File: config.mk
export PLATFORM = sky130hd
export DESIGN_NAME = ils_cell
export DESIGN_NICKNAME = d
export VERILOG_FILES = /design/src/sv/ils_pkg.sv /design/src/sv/ils_cell.sv
export SDC_FILE = /design/constraint.sdc
export NUM_CORES = 1
export LEC_CHECK = 0
export BUFFER_PORTS_ARGS = -buffer_cell sky130_fd_sc_hd__buf_2
export CAP_MARGIN = 20
export CELL_PAD_IN_SITES_DETAIL_PLACEMENT = 2
export CELL_PAD_IN_SITES_GLOBAL_PLACEMENT = 2
export CORE_MARGIN = 2
export CORE_UTILIZATION = 23
export DETAILED_ROUTE_END_ITERATION = 8
export GPL_ROUTABILITY_DRIVEN = 1
export GPL_TIMING_DRIVEN = 1
export PLACE_DENSITY = 0.95
export SLEW_MARGIN = 25
export SYNTH_ARGS = -nofsm -noshare
export SYNTH_HDL_FRONTEND = slang
export SYNTH_SLANG_ARGS = --single-unit
File: constraint.sdc
create_clock -name clk -period 10.4 [get_ports clk]
set_clock_uncertainty 0.15 [all_clocks]
set_input_delay 2.08 -clock clk [delete_from_list [all_inputs] [get_ports clk]]
set_output_delay 2.08 -clock clk [all_outputs]
set_load 0.05 [all_outputs]
File: src/sv/ils_pkg.sv
// ----------------------------------------------------------------------------
// ils_pkg
// Shared types and constants for the indexed list store: opcodes, widths
// and the command that is broadcast along the row of entry cells.
// ----------------------------------------------------------------------------
package ils_pkg;

    localparam int ILS_CAPACITY     = 64;
    localparam int ILS_MAX_CAPACITY = 1024;
    localparam int ILS_DATA_W       = 32;
    localparam int ILS_POS_W        = 16;
    localparam int ILS_OP_W         = 3;
    localparam int ILS_SLOT_W       = $clog2(ILS_MAX_CAPACITY + 1);
    localparam int ILS_GROUP        = 32;

    localparam logic [ILS_OP_W-1:0] OP_READ   = 3'd0;
    localparam logic [ILS_OP_W-1:0] OP_FRONT  = 3'd1;
    localparam logic [ILS_OP_W-1:0] OP_BACK   = 3'd2;
    localparam logic [ILS_OP_W-1:0] OP_AT     = 3'd3;
    localparam logic [ILS_OP_W-1:0] OP_DELETE = 3'd4;

    localparam logic [ILS_DATA_W-1:0] MISS_VALUE = '1;

    // Command seen by every cell in the cycle an item is accepted
    typedef struct packed {
        logic                    ins;
        logic                    del;
        logic [ILS_SLOT_W-1:0]   slot;
        logic [ILS_DATA_W-1:0]   value;
    } cell_cmd_t;

endpackage

File: src/sv/ils_cell.sv
// ----------------------------------------------------------------------------
// ils_cell
// One list position. Takes the left neighbour's entry when an insert lands
// ahead of it, the right neighbour's when a delete lands at or ahead of it,
// and drives its entry onto the read tap when the slot names it.
// ----------------------------------------------------------------------------
module ils_cell #(
    parameter int IDX = 0
) (
    input  logic                          clk,
    input  ils_pkg::cell_cmd_t            cmd,
    input  logic [ils_pkg::ILS_DATA_W-1:0] left_data,
    input  logic [ils_pkg::ILS_DATA_W-1:0] right_data,
    output logic [ils_pkg::ILS_DATA_W-1:0] entry,
    output logic [ils_pkg::ILS_DATA_W-1:0] read_tap
);
    import ils_pkg::*;

    localparam logic [ILS_SLOT_W-1:0] MY_IDX = ILS_SLOT_W'(IDX);

    logic [ILS_DATA_W-1:0] entry_reg;
    logic [ILS_DATA_W-1:0] entry_next;

    // Choose the shift source for this position
    always_comb
    begin
        entry_next = entry_reg;
        if (cmd.ins)
        begin
            if (MY_IDX > cmd.slot)
                entry_next = left_data;
            else if (MY_IDX == cmd.slot)
                entry_next = cmd.value;
        end
        else if (cmd.del)
        begin
            if (MY_IDX >= cmd.slot)
                entry_next = right_data;
        end
    end

    // Hold the entry; payload needs no reset
    always_ff @(posedge clk)
    begin
        entry_reg <= entry_next;
    end

    assign entry    = entry_reg;
    assign read_tap = (MY_IDX == cmd.slot) ? entry_reg : '0;

endmodule

# Word level (Yosys, flattened, before mapping)

Cells that the tools add are included.

Bits in registers: 32
Input port bits: 110
Output and inout bits: 64
Logic and storage cells: 14

Magnitude comparators: 2
Equality and inequality tests: 1
Mux-type cells: 6
Reduce and logical (&&, ||, !) cells: 4

Operators by type and width:

| kind                | number |
|---|---|
| $mux 32             | 6 |
| $ge 1x11->1 const A | 1 |
| $gt 1x11->1 const A | 1 |
| $logic_not 11->1    | 1 |
| $reduce_bool 2->1   | 2 |
| $ne 3x1->1 const B  | 1 |
| $reduce_and 3->1    | 1 |

# Longest topological paths before layout

Gate-level depths: netlist of the first run.

Word-level depth: 4
Gate-level depth with buffers: 4
Mapped depth without buffers: 2

# Worst setup path after synthesis of the first run

OpenSTA, ideal clock, no wires.

Path type: input -> register
From: input cmd[33] (netlist bit)
To: register entry_reg[0], in the netlist entry[0], enable pin
Library setup time: 0.501 ns
Data arrival time: 5.947 ns
Required time: 9.749 ns
Setup slack: 3.802 ns
Cell stages on the path: 3
Buffers on the path: 1
Path through: or4_4 buf_6 nor4_1

Word-level cells in the longest chain between the ends: 3
Elaborated cells on any way between the ends: 6
Those cells by class: order compare: 2; eq/ne: 1; reduce/logical: 3

RTL lines:

| what                                                      | line           | RTL |
|---|---|---|
| start: declaration                                        | ils_cell.sv:11 | `input ils_pkg::cell_cmd_t cmd,` |
| $gt 1x11->1 (tied with other cells)                       | ils_cell.sv:30 | `if (MY_IDX > cmd.slot)` |
| $ne 3x1->1 (no line) or $reduce_bool 2->1 (tied branches) | n/a            |  |
| $reduce_and 3->1 (no line) *                              | n/a            |  |
| end signal: assignment                                    | ils_cell.sv:45 | `entry_reg <= entry_next;` |
| end: declaration                                          | ils_cell.sv:21 | `logic [ILS_DATA_W-1:0] entry_reg;` |

Every way passes the cells marked *; elsewhere a longest branch is shown, timed or not.
A chain may end at the register's enable or synchronous reset.

# Worst setup path after layout of the first run

From: input cmd[33] (netlist bit)
To: output read_tap[31] (netlist bit)

Word-level cells in the longest chain between the ends: 2

RTL lines:

| what             | line           | RTL |
|---|---|---|
| $logic_not 11->1 | ils_cell.sv:49 | `assign read_tap = (MY_IDX == cmd.slot) ? entry_reg : '0;` |
| $mux 32          | ils_cell.sv:49 |  |
| end: declaration | ils_cell.sv:15 | `output logic [ils_pkg::ILS_DATA_W-1:0] read_tap` |

No other way between the ends.

==> metrics, run 1 <==
number of distinct library cells after synthesis=14; headroom to the max-slew limit=49.87%; total via count in the routed design=1695; Setup crit start kind=primary input; endpoints failing setup=0; HPWL after DPL=5321 um; RSZ-0062 raised after global routing=false; global-route wire length before repair=10370 um; most frequent standard cell in the layout excluding fill and tap cells=buf_2; Slowest cell on crit path=or4_4; post-route antenna net violation count=0; Power Density=94.73 mW/mm^2; mapped cell area=0.002016 sq mm; clock sink count=32; number of top-level design ports=174; number of antenna violations at the first check in global routing=0; sequential fraction of design power=53.1%; fraction of power consumed by combinational cells=13.2%; effective utilization at floorplan=23.46%; arrival time reported for the critical path endpoint=3.70 ns; final layout net count=393; Final Cycle Share=57.06%; H-tree levels=2; pin count of the biggest net entering global routing=34; GRT Resource Usage Total=13.95%; standard-cell row count=34; critical path peak fanout=33; synthesized netlist cell count=149; placeable core area=0.008593 sq mm; number of buffers inserted for hold repair after clock tree synthesis=0; DRT Pass-1 Iters=4; number of remaining DRC errors=0; Final Hold Viols=0; vias in the first global route=1998; clock group share of total power=33.7%; CP Data Required Time=8.17 ns; Setup Buffers After CTS=0; TNS Setup=0 ns; most frequent cell on the critical path=buf_2; root buffer selected by CTS=clkbuf_8; final worst path period need=5.934 ns; Final Wtd Congestion=0.7633; DIE HEIGHT=97.62 um; post-DR wirelength/cell=17.27 um; via density per instance=4.335; highest-count cells in the layout ignoring fill and taps=buf_2, mux2_2, inv_1, edfxtp_1, nor4_2; Max IR drop VDD=58.90 uV; start-to-end type of the worst setup path=in -> out; Sequential Area=960.9 sq um; count of warnings emitted by yosys=0; switching component of the power=0.06082 mW; multi-input logic area=824.5 sq um; number of cells in the design after placement=384; actual slew at the worst max-slew pin=0.7520 ns; CTS tree=done; Routed Wire Length=6754 um; part of the Yosys area used for sequential elements=47.67%; total of cells resized after clock tree synthesis=0; max reg flops=32; number of clock buffers inserted by TritonCTS=5; synthesized net count=259; internal power component=0.2081 mW; class of the most critical hold timing path=in -> reg; Die Footprint=0.009529 sq mm; peak clock frequency supported by timing=0.1685 GHz; Worst Setup End Kind=output pin; Final Slew Violations=0; run status=finished, final reports clean; mean post-synth cell area=13.53 sq um; buffers and inverters on the worst path=2; Buffers on Ports=141; cell chain of the critical path=buf_2, or4_4, nor4_1, buf_2; leakage power figure=1.277 nW; number of violations reported at the end of detailed-routing iteration 0=51; non-filler instance count after layout=391; total gr overflow=0; count of filler cells inserted in the layout=963; register bit count reported by yosys=32; relative area change from synthesis to final layout=40.84%; fraction of layout cells with a size suffix above 1=75.97%; fraction of power spent switching nets=22.62%; count of maximum capacitance violations=0; Die Wd=97.62 um; largest incremental delay on the critical path=0.82 ns; post-CTS clock slew at the launch and capture registers of the worst setup and hold paths=0.07 ns; Top delay family on crit path=simple AND/OR/NAND/NOR gates; buffer depth of the longest clock path=2; count of antenna diodes in the layout=0
-- Yosys cell counts --
library cell,n,area [sq um]
buf_12,3,60.06
buf_2,7,35.03
buf_6,1,11.26
clkbuf_1,5,18.77
edfxtp_1,32,960.9
inv_1,32,120.1
mux2_2,32,360.4
nor2_1,1,3.750
nor4_1,3,18.77
nor4_2,27,337.8
nor4_4,3,63.81
or3_1,1,6.260
or4_1,1,7.510
or4_4,1,11.26
-- power groups by stage --
stage / sequential (mW) / combinational (mW) / clock (mW)
after detailed placement: 0.146 / 0.0356 / 0
after global routing: 0.143 / 0.0388 / 0.0993
final: 0.143 / 0.0355 / 0.0906
after CTS: 0.143 / 0.0359 / 0.0947
after floorplan: 0.146 / 0.0199 / 0
after global placement: 0.146 / 0.0336 / 0
-- area by class of cell --
type                            instances  area share (%)
Clock buffer                            6           2.556
Clock inverter                          1          0.1763
Inverter                               32           4.231
Multi-Input combinational cell         69           29.04
Sequential cell                        32           33.85
Tap cell                              108           4.760
Timing Repair Buffer                  143           25.39
-- worst paths after layout --
kind,from,to,slack (ns),cells past startpoint
max,cmd[33],read_tap[31],4.47,4
min,right_data[22],entry[22],1.95,2
-- stage by stage --
| step | utilization, % | power, mW | worst slack (ns) | hold slack, ns | instance area (sq um) |
|---|---|---|---|---|---|
| 2_1_floorplan | - | 0.1658 | 3.802 | 2.150 | 2016 |
| 3_3_place_gp | 32.06 | 0.1793 | 4.186 | 2.232 | 2755 |
| 3_5_place_dp | 32.06 | 0.1813 | 4.135 | 2.236 | 2755 |
| 5_1_grt | 33.04 | 0.2809 | 4.383 | 1.945 | 2839 |
| 6_report | 33.04 | 0.2689 | 4.466 | 1.952 | 2839 |
| 4_1_cts | 32.96 | 0.2735 | 4.126 | 1.941 | 2833 |
-- cell families after synthesis --
family,share of synthesized area (%)
buffers and inverters,12.17
muxes,17.88
DFF,47.67
and+or+nand+nor,22.28
-- per-layer routing --
metal	share of wire [%]	GRT usage [%]
met1	36	14.70
met2	57	27.53
met3	5.3	3.022
met4	1.4	3.739
met5	0	0
Note: power is estimated with default switching activity, not from simulation.
==> inputs of run 2 (changes only) <==
- CORE_UTILIZATION: 23 -> 19
- PLACE_DENSITY: 0.95 -> 0.87
- clock period: 10.4 -> 5.35 ns (I/O delays scaled with it)
==> metrics, run 2 (synthesis gave the netlist of run 1 again) <==
root buffer selected by CTS=clkbuf_8; start-to-end type of the worst setup path=in -> out; run status=finished, final reports clean; highest-count cells in the layout ignoring fill and taps=buf_2, mux2_2, inv_1, edfxtp_1, nor4_2; class of the most critical hold timing path=in -> reg; count of filler cells inserted in the layout=1181; leakage power figure=1.285 nW; buffers and inverters on the worst path=2; H-tree levels=2; total of cells resized after clock tree synthesis=0; post-DR wirelength/cell=16.63 um; clock sink count=32; Setup Buffers After CTS=0; number of top-level design ports=174; arrival time reported for the critical path endpoint=2.71 ns; most frequent standard cell in the layout excluding fill and tap cells=buf_2; Max IR drop VDD=67.53 uV; total power=0.5335 mW; number of buffers inserted for hold repair after clock tree synthesis=0; CP Data Required Time=4.13 ns; DRT Pass-1 Iters=4; actual slew at the worst max-slew pin=0.8274 ns; vias in the first global route=1985; Routed Wire Length=6984 um; fraction of layout cells with a size suffix above 1=76.06%; Final Wtd Congestion=0.6846; count of maximum capacitance violations=0; RSZ-0062 raised after global routing=false; Final Cycle Share=73.55%; GRT Resource Usage Total=12.13%; Buffers on Ports=141; number of remaining DRC errors=0; buffer depth of the longest clock path=2; via density per instance=4.169; largest incremental delay on the critical path=0.83 ns; headroom to the max-slew limit=44.84%; number of violations reported at the end of detailed-routing iteration 0=38; final layout net count=393; most frequent cell on the critical path=buf_2; pin count of the biggest net entering global routing=34; count of antenna diodes in the layout=0; Slowest cell on crit path=or4_4; number of antenna violations at the first check in global routing=0; global-route wire length before repair=10610 um; Die Footprint=0.01145 sq mm; Final Hold Viols=0; endpoints failing setup=0; Worst Setup End Kind=output pin; effective utilization at floorplan=19.52%; final worst path period need=3.935 ns; standard-cell row count=37; number of clock buffers inserted by TritonCTS=5; total via count in the routed design=1751; Final Slew Violations=0; DIE HEIGHT=107 um; peak clock frequency supported by timing=0.2541 GHz; cell chain of the critical path=buf_2, or4_4, nor4_2, buf_2; total gr overflow=0; Top delay family on crit path=simple AND/OR/NAND/NOR gates; post-route antenna net violation count=0; placeable core area=0.01032 sq mm; Power Density=184.8 mW/mm^2; TNS Setup=0 ns; critical path peak fanout=33; Setup crit start kind=primary input; CTS tree=done; max reg flops=32; HPWL after DPL=5342 um; relative area change from synthesis to final layout=43.27%; Die Wd=107 um; post-CTS clock slew at the launch and capture registers of the worst setup and hold paths=0.07 ns
## run 2: cell types whose count changed in the layout (fill, tap and decap cells not counted)
cell      before  now
clkinv_2       1    2
nor4_4         3    4
nor4_2        28   27
clkinv_1       0    1
clkbuf_1       1    0
## run 2: power by group
group / switching [mW] / internal (mW) / total (mW)
clock: 0.0972 / 0.0884 / 0.186
combinational: 0.0318 / 0.0385 / 0.0703
sequential: 0.0000609 / 0.278 / 0.278
## run 2: final cells by class
type	instances	area (sq um)	area share, %
well taps	136	170.2	5.893
inverters	32	120.1	4.159
flip-flops and latches	32	960.9	33.28
multi-input cells	69	833.3	28.86
clock buffers	5	68.82	2.383
clock inverters	3	13.76	0.4766
repair buffers	143	720.7	24.96
## run 2: per-layer routing
layer	routed length [um]	vias to the layer above	global-route usage, %
li1	-	805	-
met1	2539	874	12.71
met2	4057	70	23.66
met3	345	2	2.857
met4	42	0	3.711
met5	0	-	0
## run 2: path summary, 6_finish.rpt
kind	start	endpoint	slack, ns	cells past startpoint
setup / recovery	cmd[33]	read_tap[15]	1.42	4
hold / removal	cmd[21]	entry[21]	0.94	2
## run 2: through the flow
| step | util [%] | std cells | hold WS [ns] | cell area, sq um | setup slack, ns |
|---|---|---|---|---|---|
| detailed placement | 27.11 | 412 | 1.228 | 2799 | 1.062 |
| floorplan | - | 149 | 1.140 | 2022 | 0.8512 |
| CTS | 27.91 | 420 | 0.9218 | 2882 | 1.064 |
| global route | 27.97 | 420 | 0.9227 | 2888 | 1.349 |
| finish | 27.97 | 420 | 0.9368 | 2888 | 1.415 |
| global placement | 27.11 | 412 | 1.224 | 2799 | 1.118 |
==> inputs of run 3 (changes only) <==
- clock period: 5.35 -> 3.48 ns (I/O delays scaled with it)
==> metrics, run 3 (synthesis gave the netlist of run 1 again) <==
run status=finished, final reports clean; layer with the highest usage after global routing=met2; count of antenna diodes in the layout=0; Routed Wire Length=6883 um; global-route track usage on met2=24.75%; placeable core area=0.01032 sq mm; Worst Setup End Kind=output pin; number of antenna violations at the first check in global routing=0; Final Util=28.23%; max reg flops=32; leakage power figure=1.297 nW; critical path peak fanout=33; clock sink count=32; internal power component=0.6270 mW; number of clock buffers inserted by TritonCTS=5; final layout net count=396; class of the most critical hold timing path=in -> reg; number of top-level design ports=174; fraction of power spent switching nets=22.99%; Setup crit start kind=primary input; Max IR drop VDD=124.1 uV; standard-cell row count=37; final worst path period need=3.217 ns; Placement Setup Slack=0.2548 ns; Buffers on Ports=141; post-DR wirelength/cell=16.27 um; total power=0.8142 mW; headroom to the max-slew limit=56.83%; buffer depth of the longest clock path=2; GRT Resource Usage Total=12.18%; RSZ-0062 raised after global routing=false; Final Hold Viols=0; number of remaining DRC errors=0; number of buffers inserted for hold repair after clock tree synthesis=0; CTS tree=done; endpoints failing setup=0; fraction of layout cells with a size suffix above 1=75.61%; Die Wd=107 um; number of violations reported at the end of detailed-routing iteration 0=41; actual slew at the worst max-slew pin=0.6475 ns; Die Footprint=0.01145 sq mm; met3 Resource Use GR=1.945%; relative area change from synthesis to final layout=44.57%; vias in the first global route=2003; worst setup margin=0.2633 ns; total of cells resized after clock tree synthesis=0; total via count in the routed design=1752; Final Slew Violations=0; highest-count cells in the layout ignoring fill and taps=buf_2, mux2_2, inv_1, edfxtp_1, nor4_2; post-CTS clock slew at the launch and capture registers of the worst setup and hold paths=0.06 ns; total gr overflow=0; effective utilization at floorplan=19.52%; met1 Resource Use GR=12.63%; sequential fraction of design power=52.4%; count of filler cells inserted in the layout=1167; DIE HEIGHT=107 um; Final Cycle Share=92.43%; global-route wire length before repair=10650 um; H-tree levels=2; fraction of power consumed by combinational cells=13.6%; Setup Buffers After CTS=0; Power Density=279.4 mW/mm^2; Final Wtd Congestion=0.7003; CP Data Required Time=2.63 ns; via density per instance=4.142; HPWL after DPL=5390 um; arrival time reported for the critical path endpoint=2.37 ns; most frequent standard cell in the layout excluding fill and tap cells=buf_2; count of maximum capacitance violations=0; clock group share of total power=34.0%; pin count of the biggest net entering global routing=34; DRT Pass-1 Iters=4; start-to-end type of the worst setup path=in -> out; post-route antenna net violation count=0; peak clock frequency supported by timing=0.3109 GHz; root buffer selected by CTS=clkbuf_8; switching component of the power=0.1872 mW
-- run 3: worst paths after layout --
kind,startpoint,endpoint,slack (ns),cells past startpoint
max,cmd[33],read_tap[31],0.26,4
min,right_data[8],entry[8],0.57,2
-- run 3: critical path: stages --
cell    delay (ns)
buf_2         0.10
or4_4         0.82
nor4_1        0.40
buf_2         0.33
-- run 3: cell type report --
cell class	instances	area (sq um)	share of cell area [%]
well taps	136	170.2	5.839
inverters	32	120.1	4.122
flip-flops and latches	32	960.9	32.98
repair buffers	146	755.7	25.93
clock buffers	7	76.32	2.619
multi-input cells	69	827.0	28.38
clock inverters	1	3.754	0.1288
-- run 3: metrics by stage --
step	hold WS, ns	instance area [sq um]	TNS [ns]	std cells
detailed placement	0.8537	2834	0	415
global route	0.5545	2914	0	423
finish	0.5690	2914	0	423
floorplan	0.7659	2031	-0.5501	149
global placement	0.8495	2834	0	415
CTS	0.5579	2914	0	423
-- run 3: power by group through the flow --
| stage | sequential (mW) | combinational (mW) | clock [mW] |
|---|---|---|---|
| after floorplan | 0.436 | 0.0604 | 0 |
| after global routing | 0.427 | 0.122 | 0.307 |
| after global placement | 0.435 | 0.107 | 0 |
| final | 0.427 | 0.111 | 0.277 |
| after detailed placement | 0.435 | 0.113 | 0 |
| after CTS | 0.427 | 0.113 | 0.291 |
-- run 3: per-layer routing --
layer / up-vias / share of wire [%]
li1: 810 / -
met1: 868 / 36
met2: 68 / 58
met3: 6 / 4.7
met4: 0 / 1.3
met5: - / 0
